## config.mk

```make
export PLATFORM = sky130hd
export DESIGN_NAME = rgb_led_dither_dimmer_unit
export DESIGN_NICKNAME = d
export VERILOG_FILES = /design/src/rtl/rldd_pkg.sv /design/src/rtl/rldd_lane.sv /design/src/rtl/rldd_mod.sv /design/src/rtl/rgb_led_dither_dimmer_unit.sv
export SDC_FILE = /design/constraint.sdc
export NUM_CORES = 2
export LEC_CHECK = 0
export BUFFER_PORTS_ARGS = -buffer_cell sky130_fd_sc_hd__buf_2
export CORE_UTILIZATION = 25
export DETAILED_ROUTE_END_ITERATION = 10
export MAX_ROUTING_LAYER = met4
export PLACE_DENSITY = 0.35
export SYNTH_ARGS = -nofsm -noshare
export SYNTH_HDL_FRONTEND = slang
export SYNTH_SLANG_ARGS = --single-unit
export TNS_END_PERCENT = 50
```

## constraint.sdc

```tcl
create_clock -name aclk -period 11.1 [get_ports aclk]
set_clock_uncertainty 0.15 [all_clocks]
set_input_delay 1.11 -clock aclk [delete_from_list [all_inputs] [get_ports aclk]]
set_output_delay 1.11 -clock aclk [all_outputs]
set_load 0.01 [all_outputs]
```

## src/rtl/rldd_pkg.sv

```systemverilog
package rldd_pkg;

    localparam int TABLE_ENTRIES_DEF = 16;
    localparam int FRAC_BITS_DEF     = 16;

    localparam int LEVEL_W   = 16;
    localparam int VALUE_W   = 32;
    localparam int SQ_W      = 2 * LEVEL_W;
    localparam int COLOR_W   = 3;
    localparam int TABLE_W   = 48;
    localparam int TSIZE_W   = 5;
    localparam int CFG_IDX_W = 8;
    localparam int NUM_LANES = 3;

    localparam logic [1:0] CMD_TICK      = 2'd0;
    localparam logic [1:0] CMD_SET_BITS  = 2'd1;
    localparam logic [1:0] CMD_SET_VALUE = 2'd2;
    localparam logic [1:0] CMD_SET_FLOAT = 2'd3;

    localparam logic [CFG_IDX_W-1:0] REG_TABLE_SIZE   = 8'd0;
    localparam logic [CFG_IDX_W-1:0] REG_TABLE_COLORS = 8'd1;

    // Squares at or below this are treated as dark (0.003 in Q0.32).
    localparam logic [SQ_W-1:0] SQ_MIN_KEEP = 32'd12884901;

    localparam int MOD_DIG   = 4;
    localparam int MOD_STEPS = VALUE_W / MOD_DIG;

    typedef struct packed {
        logic pin;
        logic done;
    } lane_status_t;

endpackage

```

## src/rtl/rldd_lane.sv

```systemverilog
module rldd_lane #(
    parameter int FRAC_BITS = rldd_pkg::FRAC_BITS_DEF
) (
    input  logic                          aclk,
    input  logic                          aresetn,
    input  logic                          start,
    input  logic [rldd_pkg::LEVEL_W-1:0]  level,
    input  logic                          tick,
    output rldd_pkg::lane_status_t        status
);

    localparam int SQ_W  = rldd_pkg::SQ_W;
    localparam int INC_W = FRAC_BITS + 1;
    localparam int ACC_W = FRAC_BITS + 2;
    localparam int CNT_W = $clog2(FRAC_BITS + 1);
    localparam logic [CNT_W-1:0] CNT_LAST = CNT_W'(FRAC_BITS);
    localparam logic [ACC_W-1:0] ONE_FX = ACC_W'(1) << FRAC_BITS;
    localparam logic [SQ_W:0] SQ_FULL = (SQ_W+1)'(1) << SQ_W;

    localparam logic [1:0] PH_IDLE = 2'd0;
    localparam logic [1:0] PH_PREP = 2'd1;
    localparam logic [1:0] PH_DIV  = 2'd2;

    logic [1:0]       phase_reg, phase_next;
    logic [SQ_W-1:0]  sq_reg, sq_next;
    logic             main_reg, main_next;
    logic [INC_W-1:0] inc_reg, inc_next;
    logic [ACC_W-1:0] acc_reg, acc_next;
    logic [SQ_W+1:0]  rem_reg, rem_next;
    logic [SQ_W:0]    den_reg, den_next;
    logic [INC_W-1:0] quo_reg, quo_next;
    logic [CNT_W-1:0] cnt_reg, cnt_next;
    logic             done_reg, done_next;

    logic             acc_ge;
    logic [SQ_W-1:0]  sq_kept;
    logic             ge;
    logic [SQ_W+1:0]  rem_sub;

    assign acc_ge = |acc_reg[ACC_W-1:FRAC_BITS];
    assign sq_kept = (sq_reg <= rldd_pkg::SQ_MIN_KEEP) ? '0 : sq_reg;
    assign ge = (rem_reg >= {1'b0, den_reg});
    assign rem_sub = ge ? (rem_reg - {1'b0, den_reg}) : rem_reg;

    assign status.pin  = acc_ge ? ~main_reg : main_reg;
    assign status.done = done_reg;

    always_comb begin
        phase_next = phase_reg;
        sq_next    = sq_reg;
        main_next  = main_reg;
        inc_next   = inc_reg;
        acc_next   = acc_reg;
        rem_next   = rem_reg;
        den_next   = den_reg;
        quo_next   = quo_reg;
        cnt_next   = cnt_reg;
        done_next  = 1'b0;
        if (tick) begin
            acc_next = acc_ge ? (acc_reg - ONE_FX) : (acc_reg + ACC_W'(inc_reg));
        end
        case (phase_reg)
            PH_IDLE: begin
                if (start) begin
                    sq_next    = {16'b0, level} * {16'b0, level};
                    phase_next = PH_PREP;
                end
            end
            PH_PREP: begin
                main_next = sq_reg[SQ_W-1];
                if (sq_reg[SQ_W-1]) begin
                    rem_next = (SQ_W+2)'(SQ_FULL - {1'b0, sq_reg});
                    den_next = {1'b0, sq_reg};
                end else begin
                    rem_next = (SQ_W+2)'(sq_kept);
                    den_next = SQ_FULL - {1'b0, sq_kept};
                end
                quo_next   = '0;
                cnt_next   = '0;
                phase_next = PH_DIV;
            end
            PH_DIV: begin
                rem_next = {rem_sub[SQ_W:0], 1'b0};
                quo_next = {quo_reg[INC_W-2:0], ge};
                cnt_next = cnt_reg + CNT_W'(1);
                if (cnt_reg == CNT_LAST) begin
                    inc_next   = {quo_reg[INC_W-2:0], ge};
                    done_next  = 1'b1;
                    phase_next = PH_IDLE;
                end
            end
            default: begin
                phase_next = PH_IDLE;
            end
        endcase
    end

    always_ff @(posedge aclk) begin
        if (!aresetn) begin
            phase_reg <= PH_IDLE;
            main_reg  <= 1'b0;
            inc_reg   <= '0;
            acc_reg   <= '0;
            cnt_reg   <= '0;
            done_reg  <= 1'b0;
        end else begin
            phase_reg <= phase_next;
            main_reg  <= main_next;
            inc_reg   <= inc_next;
            acc_reg   <= acc_next;
            cnt_reg   <= cnt_next;
            done_reg  <= done_next;
        end
    end

    always_ff @(posedge aclk) begin
        sq_reg  <= sq_next;
        rem_reg <= rem_next;
        den_reg <= den_next;
        quo_reg <= quo_next;
    end

endmodule

```

## src/rtl/rldd_mod.sv

```systemverilog
module rldd_mod #(
    parameter int TABLE_ENTRIES = rldd_pkg::TABLE_ENTRIES_DEF,
    localparam int RW = $clog2(TABLE_ENTRIES) + 1,
    localparam int IW = (TABLE_ENTRIES > 1) ? $clog2(TABLE_ENTRIES) : 1
) (
    input  logic                          aclk,
    input  logic                          aresetn,
    input  logic                          start,
    input  logic [rldd_pkg::VALUE_W-1:0]  value,
    input  logic [RW-1:0]                 modulus,
    output logic                          done,
    output logic [IW-1:0]                 index
);

    localparam int VW    = rldd_pkg::VALUE_W;
    localparam int DIG   = rldd_pkg::MOD_DIG;
    localparam int CNT_W = $clog2(rldd_pkg::MOD_STEPS);
    localparam logic [CNT_W-1:0] CNT_LAST = CNT_W'(rldd_pkg::MOD_STEPS - 1);

    logic             busy_reg, busy_next;
    logic [CNT_W-1:0] cnt_reg, cnt_next;
    logic [VW-1:0]    sh_reg, sh_next;
    logic [RW-1:0]    rem_reg, rem_next;
    logic             neg_reg, neg_next;
    logic [RW-1:0]    mod_reg, mod_next;
    logic             done_reg, done_next;
    logic [IW-1:0]    idx_reg, idx_next;

    logic [RW-1:0]    rem_step;
    logic [RW:0]      trial;
    logic [RW-1:0]    rem_fin;

    assign done  = done_reg;
    assign index = idx_reg;

    // Restoring remainder over the magnitude, several bits per cycle.
    always_comb begin
        rem_step = rem_reg;
        trial    = '0;
        for (int k = 0; k < DIG; k++) begin
            trial = {rem_step, sh_reg[VW-1-k]};
            if (trial >= {1'b0, mod_reg}) begin
                trial = trial - {1'b0, mod_reg};
            end
            rem_step = trial[RW-1:0];
        end
    end

    assign rem_fin = (neg_reg && (rem_step != '0)) ? (mod_reg - rem_step) : rem_step;

    always_comb begin
        busy_next = busy_reg;
        cnt_next  = cnt_reg;
        sh_next   = sh_reg;
        rem_next  = rem_reg;
        neg_next  = neg_reg;
        mod_next  = mod_reg;
        done_next = 1'b0;
        idx_next  = idx_reg;
        if (busy_reg) begin
            sh_next  = sh_reg << DIG;
            rem_next = rem_step;
            cnt_next = cnt_reg + CNT_W'(1);
            if (cnt_reg == CNT_LAST) begin
                busy_next = 1'b0;
                done_next = 1'b1;
                idx_next  = IW'(rem_fin);
            end
        end else if (start) begin
            busy_next = 1'b1;
            cnt_next  = '0;
            neg_next  = value[VW-1];
            sh_next   = value[VW-1] ? (~value + VW'(1)) : value;
            rem_next  = '0;
            mod_next  = modulus;
        end
    end

    always_ff @(posedge aclk) begin
        if (!aresetn) begin
            busy_reg <= 1'b0;
            cnt_reg  <= '0;
            done_reg <= 1'b0;
        end else begin
            busy_reg <= busy_next;
            cnt_reg  <= cnt_next;
            done_reg <= done_next;
        end
    end

    always_ff @(posedge aclk) begin
        sh_reg  <= sh_next;
        rem_reg <= rem_next;
        neg_reg <= neg_next;
        mod_reg <= mod_next;
        idx_reg <= idx_next;
    end

endmodule

```

## src/rtl/rgb_led_dither_dimmer_unit.sv

```systemverilog
// RGB LED dimmer with error-accumulator dithering. Ticks, set_bits and set_value
// without a color table place their pin beat straight in the result slots;
// set_value with a table keeps the input closed while the modulo unit works
// four bits of the value per cycle; set_float keeps it closed while the
// three channel lanes each square their level, set up the divider in the
// next cycle and then find the increment with a restoring divider producing
// one quotient bit per cycle. A tick arriving before the first set_float
// gives no beat. A result waiting on the output does not stall the input,
// as a second result slot holds one more beat; the input closes while that
// second slot is full.
module rgb_led_dither_dimmer_unit #(
    parameter int TABLE_ENTRIES = rldd_pkg::TABLE_ENTRIES_DEF,
    parameter int FRAC_BITS     = rldd_pkg::FRAC_BITS_DEF
) (
    input  logic                            aclk,
    input  logic                            aresetn,
    input  logic                            s_tvalid,
    output logic                            s_tready,
    // Fields from bit 0: value, red_level, green_level, blue_level.
    input  logic [79:0]                     s_tdata,
    // Fields from bit 0: cmd.
    input  logic [1:0]                      s_tuser,
    output logic                            m_tvalid,
    input  logic                            m_tready,
    // Fields from bit 0: red_on, green_on, blue_on, then zero fill.
    output logic [7:0]                      m_tdata,
    input  logic                            cfg_valid,
    output logic                            cfg_ready,
    input  logic [rldd_pkg::CFG_IDX_W-1:0]  cfg_index,
    input  logic [rldd_pkg::TABLE_W-1:0]    cfg_data
);

    localparam int RW = $clog2(TABLE_ENTRIES) + 1;
    localparam int IW = (TABLE_ENTRIES > 1) ? $clog2(TABLE_ENTRIES) : 1;
    localparam int CW = rldd_pkg::COLOR_W;
    localparam int LW = rldd_pkg::LEVEL_W;
    localparam int VW = rldd_pkg::VALUE_W;

    localparam logic [1:0] ST_IDLE  = 2'd0;
    localparam logic [1:0] ST_MOD   = 2'd1;
    localparam logic [1:0] ST_FLOAT = 2'd2;

    logic [1:0]                      state_reg, state_next;
    logic                            float_reg, float_next;
    logic [rldd_pkg::TSIZE_W-1:0]    tsize_reg;
    logic [rldd_pkg::TABLE_W-1:0]    colors_reg;
    logic                            out_v_reg, out_v_next;
    logic [CW-1:0]                   out_d_reg, out_d_next;
    logic                            pend_v_reg, pend_v_next;
    logic [CW-1:0]                   pend_d_reg, pend_d_next;

    logic                            accept;
    logic [1:0]                      cmd;
    logic [VW-1:0]                   value;
    logic                            res_v;
    logic [CW-1:0]                   res_d;
    logic [RW-1:0]                   modulus;
    logic                            mod_start;
    logic                            mod_done;
    logic [IW-1:0]                   mod_idx;
    logic [5:0]                      idx6;
    logic [5:0]                      col_base;
    logic                            lane_start;
    logic                            lane_tick;
    rldd_pkg::lane_status_t          lane_st [rldd_pkg::NUM_LANES];
    logic [rldd_pkg::NUM_LANES-1:0]  lane_pins;
    logic [rldd_pkg::NUM_LANES-1:0]  lane_done;

    assign cmd      = s_tuser;
    assign value    = s_tdata[VW-1:0];
    assign s_tready = (state_reg == ST_IDLE) && !pend_v_reg;
    assign accept   = s_tvalid && s_tready;
    assign cfg_ready = 1'b1;

    assign modulus = (tsize_reg > rldd_pkg::TSIZE_W'(TABLE_ENTRIES))
                   ? RW'(TABLE_ENTRIES) : RW'(tsize_reg);
    assign mod_start  = accept && (cmd == rldd_pkg::CMD_SET_VALUE) && (tsize_reg != '0);
    assign lane_start = accept && (cmd == rldd_pkg::CMD_SET_FLOAT);
    assign lane_tick  = accept && (cmd == rldd_pkg::CMD_TICK) && float_reg;

    rldd_mod #(
        .TABLE_ENTRIES(TABLE_ENTRIES)
    ) u_mod (
        .aclk    (aclk),
        .aresetn (aresetn),
        .start   (mod_start),
        .value   (value),
        .modulus (modulus),
        .done    (mod_done),
        .index   (mod_idx)
    );

    for (genvar g = 0; g < rldd_pkg::NUM_LANES; g++) begin : g_lane
        rldd_lane #(
            .FRAC_BITS(FRAC_BITS)
        ) u_lane (
            .aclk    (aclk),
            .aresetn (aresetn),
            .start   (lane_start),
            .level   (s_tdata[VW + LW*g +: LW]),
            .tick    (lane_tick),
            .status  (lane_st[g])
        );
        assign lane_pins[g] = lane_st[g].pin;
        assign lane_done[g] = lane_st[g].done;
    end

    assign idx6     = 6'(mod_idx);
    assign col_base = (idx6 << 1) + idx6;

    // Merge the lanes, the direct bits and the table lookup into one beat.
    always_comb begin
        res_v = 1'b0;
        res_d = value[CW-1:0];
        if (mod_done) begin
            res_v = 1'b1;
            res_d = colors_reg[col_base +: CW];
        end else if (accept) begin
            case (cmd)
                rldd_pkg::CMD_TICK: begin
                    res_v = float_reg;
                    res_d = lane_pins;
                end
                rldd_pkg::CMD_SET_BITS: begin
                    res_v = 1'b1;
                end
                rldd_pkg::CMD_SET_VALUE: begin
                    res_v = (tsize_reg == '0);
                end
                default: begin
                    res_v = 1'b0;
                end
            endcase
        end
    end

    always_comb begin
        state_next = state_reg;
        float_next = float_reg;
        case (state_reg)
            ST_IDLE: begin
                if (mod_start) begin
                    state_next = ST_MOD;
                end else if (lane_start) begin
                    state_next = ST_FLOAT;
                    float_next = 1'b1;
                end
            end
            ST_MOD: begin
                if (mod_done) begin
                    state_next = ST_IDLE;
                end
            end
            ST_FLOAT: begin
                if (&lane_done) begin
                    state_next = ST_IDLE;
                end
            end
            default: begin
                state_next = ST_IDLE;
            end
        endcase
    end

    always_comb begin
        out_v_next  = out_v_reg;
        out_d_next  = out_d_reg;
        pend_v_next = pend_v_reg;
        pend_d_next = pend_d_reg;
        if (out_v_reg && m_tready) begin
            out_v_next  = pend_v_reg;
            out_d_next  = pend_d_reg;
            pend_v_next = 1'b0;
        end
        if (res_v) begin
            if (!out_v_next) begin
                out_v_next = 1'b1;
                out_d_next = res_d;
            end else begin
                pend_v_next = 1'b1;
                pend_d_next = res_d;
            end
        end
    end

    always_ff @(posedge aclk) begin
        if (!aresetn) begin
            state_reg  <= ST_IDLE;
            float_reg  <= 1'b0;
            tsize_reg  <= '0;
            colors_reg <= '0;
            out_v_reg  <= 1'b0;
            pend_v_reg <= 1'b0;
        end else begin
            state_reg  <= state_next;
            float_reg  <= float_next;
            out_v_reg  <= out_v_next;
            pend_v_reg <= pend_v_next;
            if (cfg_valid && cfg_ready) begin
                case (cfg_index)
                    rldd_pkg::REG_TABLE_SIZE: begin
                        tsize_reg <= cfg_data[rldd_pkg::TSIZE_W-1:0];
                    end
                    rldd_pkg::REG_TABLE_COLORS: begin
                        colors_reg <= cfg_data;
                    end
                    default: begin
                    end
                endcase
            end
        end
    end

    always_ff @(posedge aclk) begin
        out_d_reg  <= out_d_next;
        pend_d_reg <= pend_d_next;
    end

    assign m_tvalid = out_v_reg;
    assign m_tdata  = {5'b0, out_d_reg};

endmodule

```

* Word-level counts from Yosys, hierarchy flattened
Index checks and enable logic that the tools add are counted.
** Storage, ports and cells
- Output and inout bits :: 11
- Bits in registers :: 593
- Word-level logic and storage cells :: 241
** Operators by class
- Multiplexer cells :: 72
- Reduce and logical (&&, ||, !) cells :: 47
- Add/subtract/negate cells :: 26
- Equal/unequal tests :: 25
- $lt $le $gt $ge :: 11
- Shift-type cells :: 1
- Bitwise logic cells :: 6
- Multipliers :: 3
** Operators with widths (count)
- 34-bit case mux with 2 select lines :: 3
- 32-bit two-way mux :: 6
- 34-bit by 33-bit >= comparator with 1-bit output :: 3
- 34-bit two-way mux :: 3
- 33-bit by 32-bit subtractor with 34-bit output, first input constant :: 3
- 33-bit two-way mux :: 3
- 33-bit by 32-bit subtractor with 33-bit output, first input constant :: 3
- 33-bit subtractor :: 3
- 32-bit by 24-bit less-or-equal comparator with 1-bit output, second input constant :: 3
- 16-bit by 16-bit multiplier with 32-bit output :: 3
- 16-bit case mux with 2 select lines :: 3
- 31-bit two-way mux :: 3
- 18-bit by 17-bit adder with 18-bit output :: 3
- 18-bit two-way mux :: 3
- 18-bit by 17-bit subtractor with 18-bit output, second input constant :: 3
- 48-bit by 7-bit indexed part select with 3-bit output :: 1
- 2-bit AND reduction :: 18
- 32-bit by 1-bit adder with 32-bit output, second input constant :: 1
- 32-bit inverter :: 1
- 5-bit two-way mux :: 6
- 5-bit case mux with 2 select lines :: 3
- 6-bit by 5-bit >= comparator with 1-bit output :: 4
- 3-bit two-way mux :: 8
- 2-bit case mux with 3 select lines :: 4
- other kinds (28) :: 97

* Longest topological paths before layout
- Depth after elaboration :: 11
- Gate-level depth with buffers :: 38

* Hierarchy
A second synthesis with hierarchy kept.
** Unflattened totals
- Cell total of the unflattened synthesis :: 6503
- Area, all modules :: 59688.5 µm²
** By module, submodules not included
- rldd_lane (g_lane[1].u_lane) :: seq. area each 4304.1 µm², area each 17426.7 µm², times used 1, cells an instance 1907
- rldd_lane (g_lane[2].u_lane) :: seq. area each 4304.1 µm², area each 17279.1 µm², times used 1, cells an instance 1913
- rldd_lane (g_lane[0].u_lane) :: seq. area each 4304.1 µm², area each 17244.0 µm², times used 1, cells an instance 1890
- rgb_led_dither_dimmer_unit :: seq. area each 1311.3 µm², area each 3883.7 µm², times used 1, cells an instance 402
- rldd_mod :: seq. area each 1471.4 µm², area each 3854.9 µm², times used 1, cells an instance 391

* Worst setup path before layout
No wires, ideal clock.
- Path kind :: reg-to-reg
- Start point :: register u_mod.mod_reg[1]
- End point :: register u_mod.idx_reg[3], in the netlist u_mod.index[3], data pin
- Slack :: 2.702 ns
- Path buffers :: 0
- Cell stages (with the launch flop) :: 34
- Data arrival time :: 7.977 ns
- Clock period less this slack :: 8.398 ns
- Cell sequence :: edfxtp_1 > inv_1 > fa_1 > a211o_1 > and3_1 > nor2_1 > mux2_2 > ha_1 > and3_1 > a31o_2 > a31o_2 > nor2_1 > mux2i_1 > ha_1 > nor2b_1 > o21a_1 > o32ai_1 > o31a_1 > nor2_1 > a21oi_1 > inv_1 > fa_1 > nor2b_1 > o21ai_0 > a31oi_1 > a211o_1 > nor2_2 > a221o_1 > inv_1 > ha_1 > nor3b_1 > a2111o_1 > nor3_1 > xor2_1
** On the way
- Longest elaborated chain between the ends :: 11
** RTL lines
- start, declared :: line rldd_mod.sv:25 : logic [RW-1:0] mod_reg, mod_next;
- start signal, assigned :: line rldd_mod.sv:95 : mod_reg <= mod_next;
- branches (longest 10 deep; another with 6-bit by 5-bit >= comparator with 1-bit output)
- 4-bit two-way mux * :: line rldd_mod.sv:49 : assign rem_fin = (neg_reg && (rem_step != '0)) ? (mod_reg - rem_step) : rem_step;
- named net u_mod.rem_fin[3] :: line rldd_mod.sv:31 : logic [RW-1:0] rem_fin;
- end signal, assigned :: line rldd_mod.sv:96 : idx_reg <= idx_next;
- end, declared :: line rldd_mod.sv:27 : logic [IW-1:0] idx_reg, idx_next;
Mark *: on every way through the listed nets, which the timed path passes.
A chain may end at the register's enable or synchronous reset.

* Worst setup path in the final report
Same ends and word-level chain as after synthesis.

==> results.json <==
{
  "grt_max_degree": 89,
  "relSlewSlack": 0.262,
  "grt_overflow": 0,
  "arrival_ps": 10080,
  "routedWlPerCell_microns": 16.3,
  "numCtsBuffers": 82,
  "postSynthCellCount": 6446,
  "setup_violations": 0,
  "gp_congestion": 0.784,
  "period_share": 0.886,
  "clk_pin_slew_ps": 60,
  "crit_slowest_cell": "o32ai_1",
  "grt_pass1_vias": 44900,
  "cts_tree": "done",
  "synth_cell_types": 99,
  "synthTopCellsByCount": "inv_1 (795), nand2_1 (765), fa_1 (504), ha_1 (502)",
  "crit_path_end_kind": "register",
  "postRouteAntennaNets": 0,
  "numPortBuffers": 147,
  "via_count": 43000,
  "ys_async_sr_fraction": 0,
  "wirelength_microns": 155000,
  "met2WireLength_microns": 66200,
  "critical_path_class": "reg2reg",
  "ys.flop_type": "edfxtp_1",
  "track_usage": 0.136,
  "status": "complete, no violations",
  "cts-htree-levels": 3,
  "route.detailed.drc": 0,
  "numClockSinks": 590,
  "postCtsSetupBuffers": 0,
  "drv_slew": 0,
  "syn_area_sq_mm": 0.0583,
  "fmaxAchievable_mhz": 102,
  "p_per_area_mw_per_mm2": 238,
  "drt-initial-drc-count": 1917,
  "antenna_found_initial": 2,
  "largest_register_ffs": 102,
  "top_layer_used": "met4",
  "start_util": 0.253,
  "synth_top_cell_by_area": "edfxtp_1",
  "postCtsHoldBufs": 0,
  "wl_met1_microns": 82000,
  "critPathLaunchType": "register",
  "rows": 176,
  "p_total_mw": 15.4,
  "yosysWarningCount": 0,
  "rsz0062_at_grt": "false",
  "synth_top_area_frac": 0.200,
  "area_growth_pct": 11.1,
  "synth_edf_count": 388,
  "core_area_sq_mm": 0.231,
  "layout.nets": 7584,
  "max_cap_violations": 0,
  "vdd_ir_drop_max_v": 0.000267,
  "slowest_delay_ps": 770,
  "hold_viol_final": 0,
  "first_pass_iters": 7,
  "drive_gt1_frac": 0.0680,
  "avgSynthCellArea_sq_um": 9.04,
  "synth_seq_cells": 590,
  "p_leak_nw": 28.0,
  "worstHoldPathType": "reg2reg",
  "worstPathRequired_ps": 11340,
  "boundaryPins": 154,
  "die_area_sq_mm": 0.235,
  "cts-root-buf": "clkbuf_16",
  "clk_latency_ps": 670,
  "clk_path_buf_depth": 3,
  "via_per_inst": 4.51,
  "seq_area_frac_synth": 0.269,
  "met3_length_microns": 4370,
  "worst_pin_slew_ps": 1110,
  "dpl.hpwl_microns": 117000,
  "fin_setup_tns_ps": 0,
  "die-width_microns": 485,
  "ys_top_cells_by_area": "edfxtp_1 (20%), fa_1 (17%), ha_1 (11%)",
  "crit_fanout": 8,
  "fin_crit_ps": 9840,
  "yosysMostFrequentCell": "inv_1",
  "post_cts_resized": 0,
  "fp.dieH_microns": 485,
  "grt_pass1_wl_microns": 251000
}
==> cell type report <==
| cell class | instances | area, sq um |
|---|---|---|
| diodes | 1 | 2.50 |
| well taps | 3026 | 3790 |
| clock inverters | 41 | 404 |
| multi-input cells | 4778 | 38500 |
| inverters | 799 | 3000 |
| repair buffers | 184 | 1010 |
| flip-flops and latches | 590 | 15700 |
| clock buffers | 110 | 2300 |
| fillers | 24700 | 166000 |
==> report_power, final <==
part | leakage (nW) | switching, mW | internal [mW]
sequential | 5.20 | 0.272 | 3.07
clock | 1.33 | 1.07 | 1.62
combinational | 21.4 | 5.32 | 4.03
==> metrics by stage <==
stage,setup WS (ps),instance area (sq um),hold WS [ps],instances,utilization
final,1260,64700,303,9529,0.280
after global routing,563,64700,326,9529,0.280
after CTS,1250,64700,309,9528,0.280
after detailed placement,1290,62000,301,9377,0.269
after global placement,1410,62000,293,9377,0.269
after floorplan,2700,58300,283,6453,-
==> routing by layer <==
metal | vias up | global-route usage
li1 | 21700 | -
met5 | - | -
met3 | 144 | 0.0139
met1 | 20600 | 0.195
met4 | 0 | 0.0309
met2 | 510 | 0.204
==> path summary, 6_finish.rpt <==
check                                from                           end  slack [ps]  cells after the start
max reg2reg              u_mod.mod_reg[1]                u_mod.index[3]        1260                     33
min reg2reg  g_lane[2].u_lane.acc_reg[12]  g_lane[2].u_lane.acc_reg[12]         300                      2
min          g_lane[2].u_lane.acc_reg[12]  g_lane[2].u_lane.acc_reg[12]         300                      2
max                      u_mod.mod_reg[1]                u_mod.index[3]        1260                     33
==> critical path, delay by kind of cell (launching register included) <==
kind / cells / cell delay, ps
AO/OA/AOI/OAI: 14 / 4220
XOR/XNOR: 1 / 100
adder cells (fa/ha/maj): 5 / 2200
buffers and inverters: 3 / 510
flip-flops: 1 / 650
AND/OR/NAND/NOR: 10 / 1740
==> logic make-up (layout without fill, tap and decap cells) <==
group | count (synthesis) | in the layout | synth area share
fa+ha+maj | 1006 | 1006 | 0.281
flops | 590 | 590 | 0.269
buf+inv | 1085 | 1134 | 0.0708
xor+xnor | 353 | 353 | 0.0531
other cells | 2 | 10 | 0.000129
simple gates | 2007 | 2007 | 0.161
compound gates | 1279 | 1279 | 0.136
mux | 124 | 124 | 0.0284
==> cells in the final DEF, fill, tap and decap left out, types with 37 or more instances in the layout <==
cell type / Yosys / final
inv_1: 795 / 794
nand2_1: 765 / 765
fa_1: 504 / 504
ha_1: 502 / 493
nor2_1: 451 / 451
a21oi_1: 451 / 451
edfxtp_1: 388 / 388
o21ai_0: 296 / 296
and2_1: 249 / 249
xnor2_1: 222 / 222
dfxtp_1: 202 / 202
buf_2: 10 / 147
xor2_1: 131 / 131
a21o_1: 114 / 114
nand3_1: 102 / 102
nor3_1: 103 / 101
clkbuf_16: 0 / 87
mux2i_1: 70 / 70
a31oi_1: 66 / 66
nor2b_1: 58 / 58
or3_1: 49 / 49
a211oi_1: 48 / 48
nand2b_1: 46 / 46
o31ai_1: 44 / 44
o21a_1: 39 / 39
nand4_1: 37 / 37
buf_4: 8 / 37
Power figures use the tool's default switching activity.
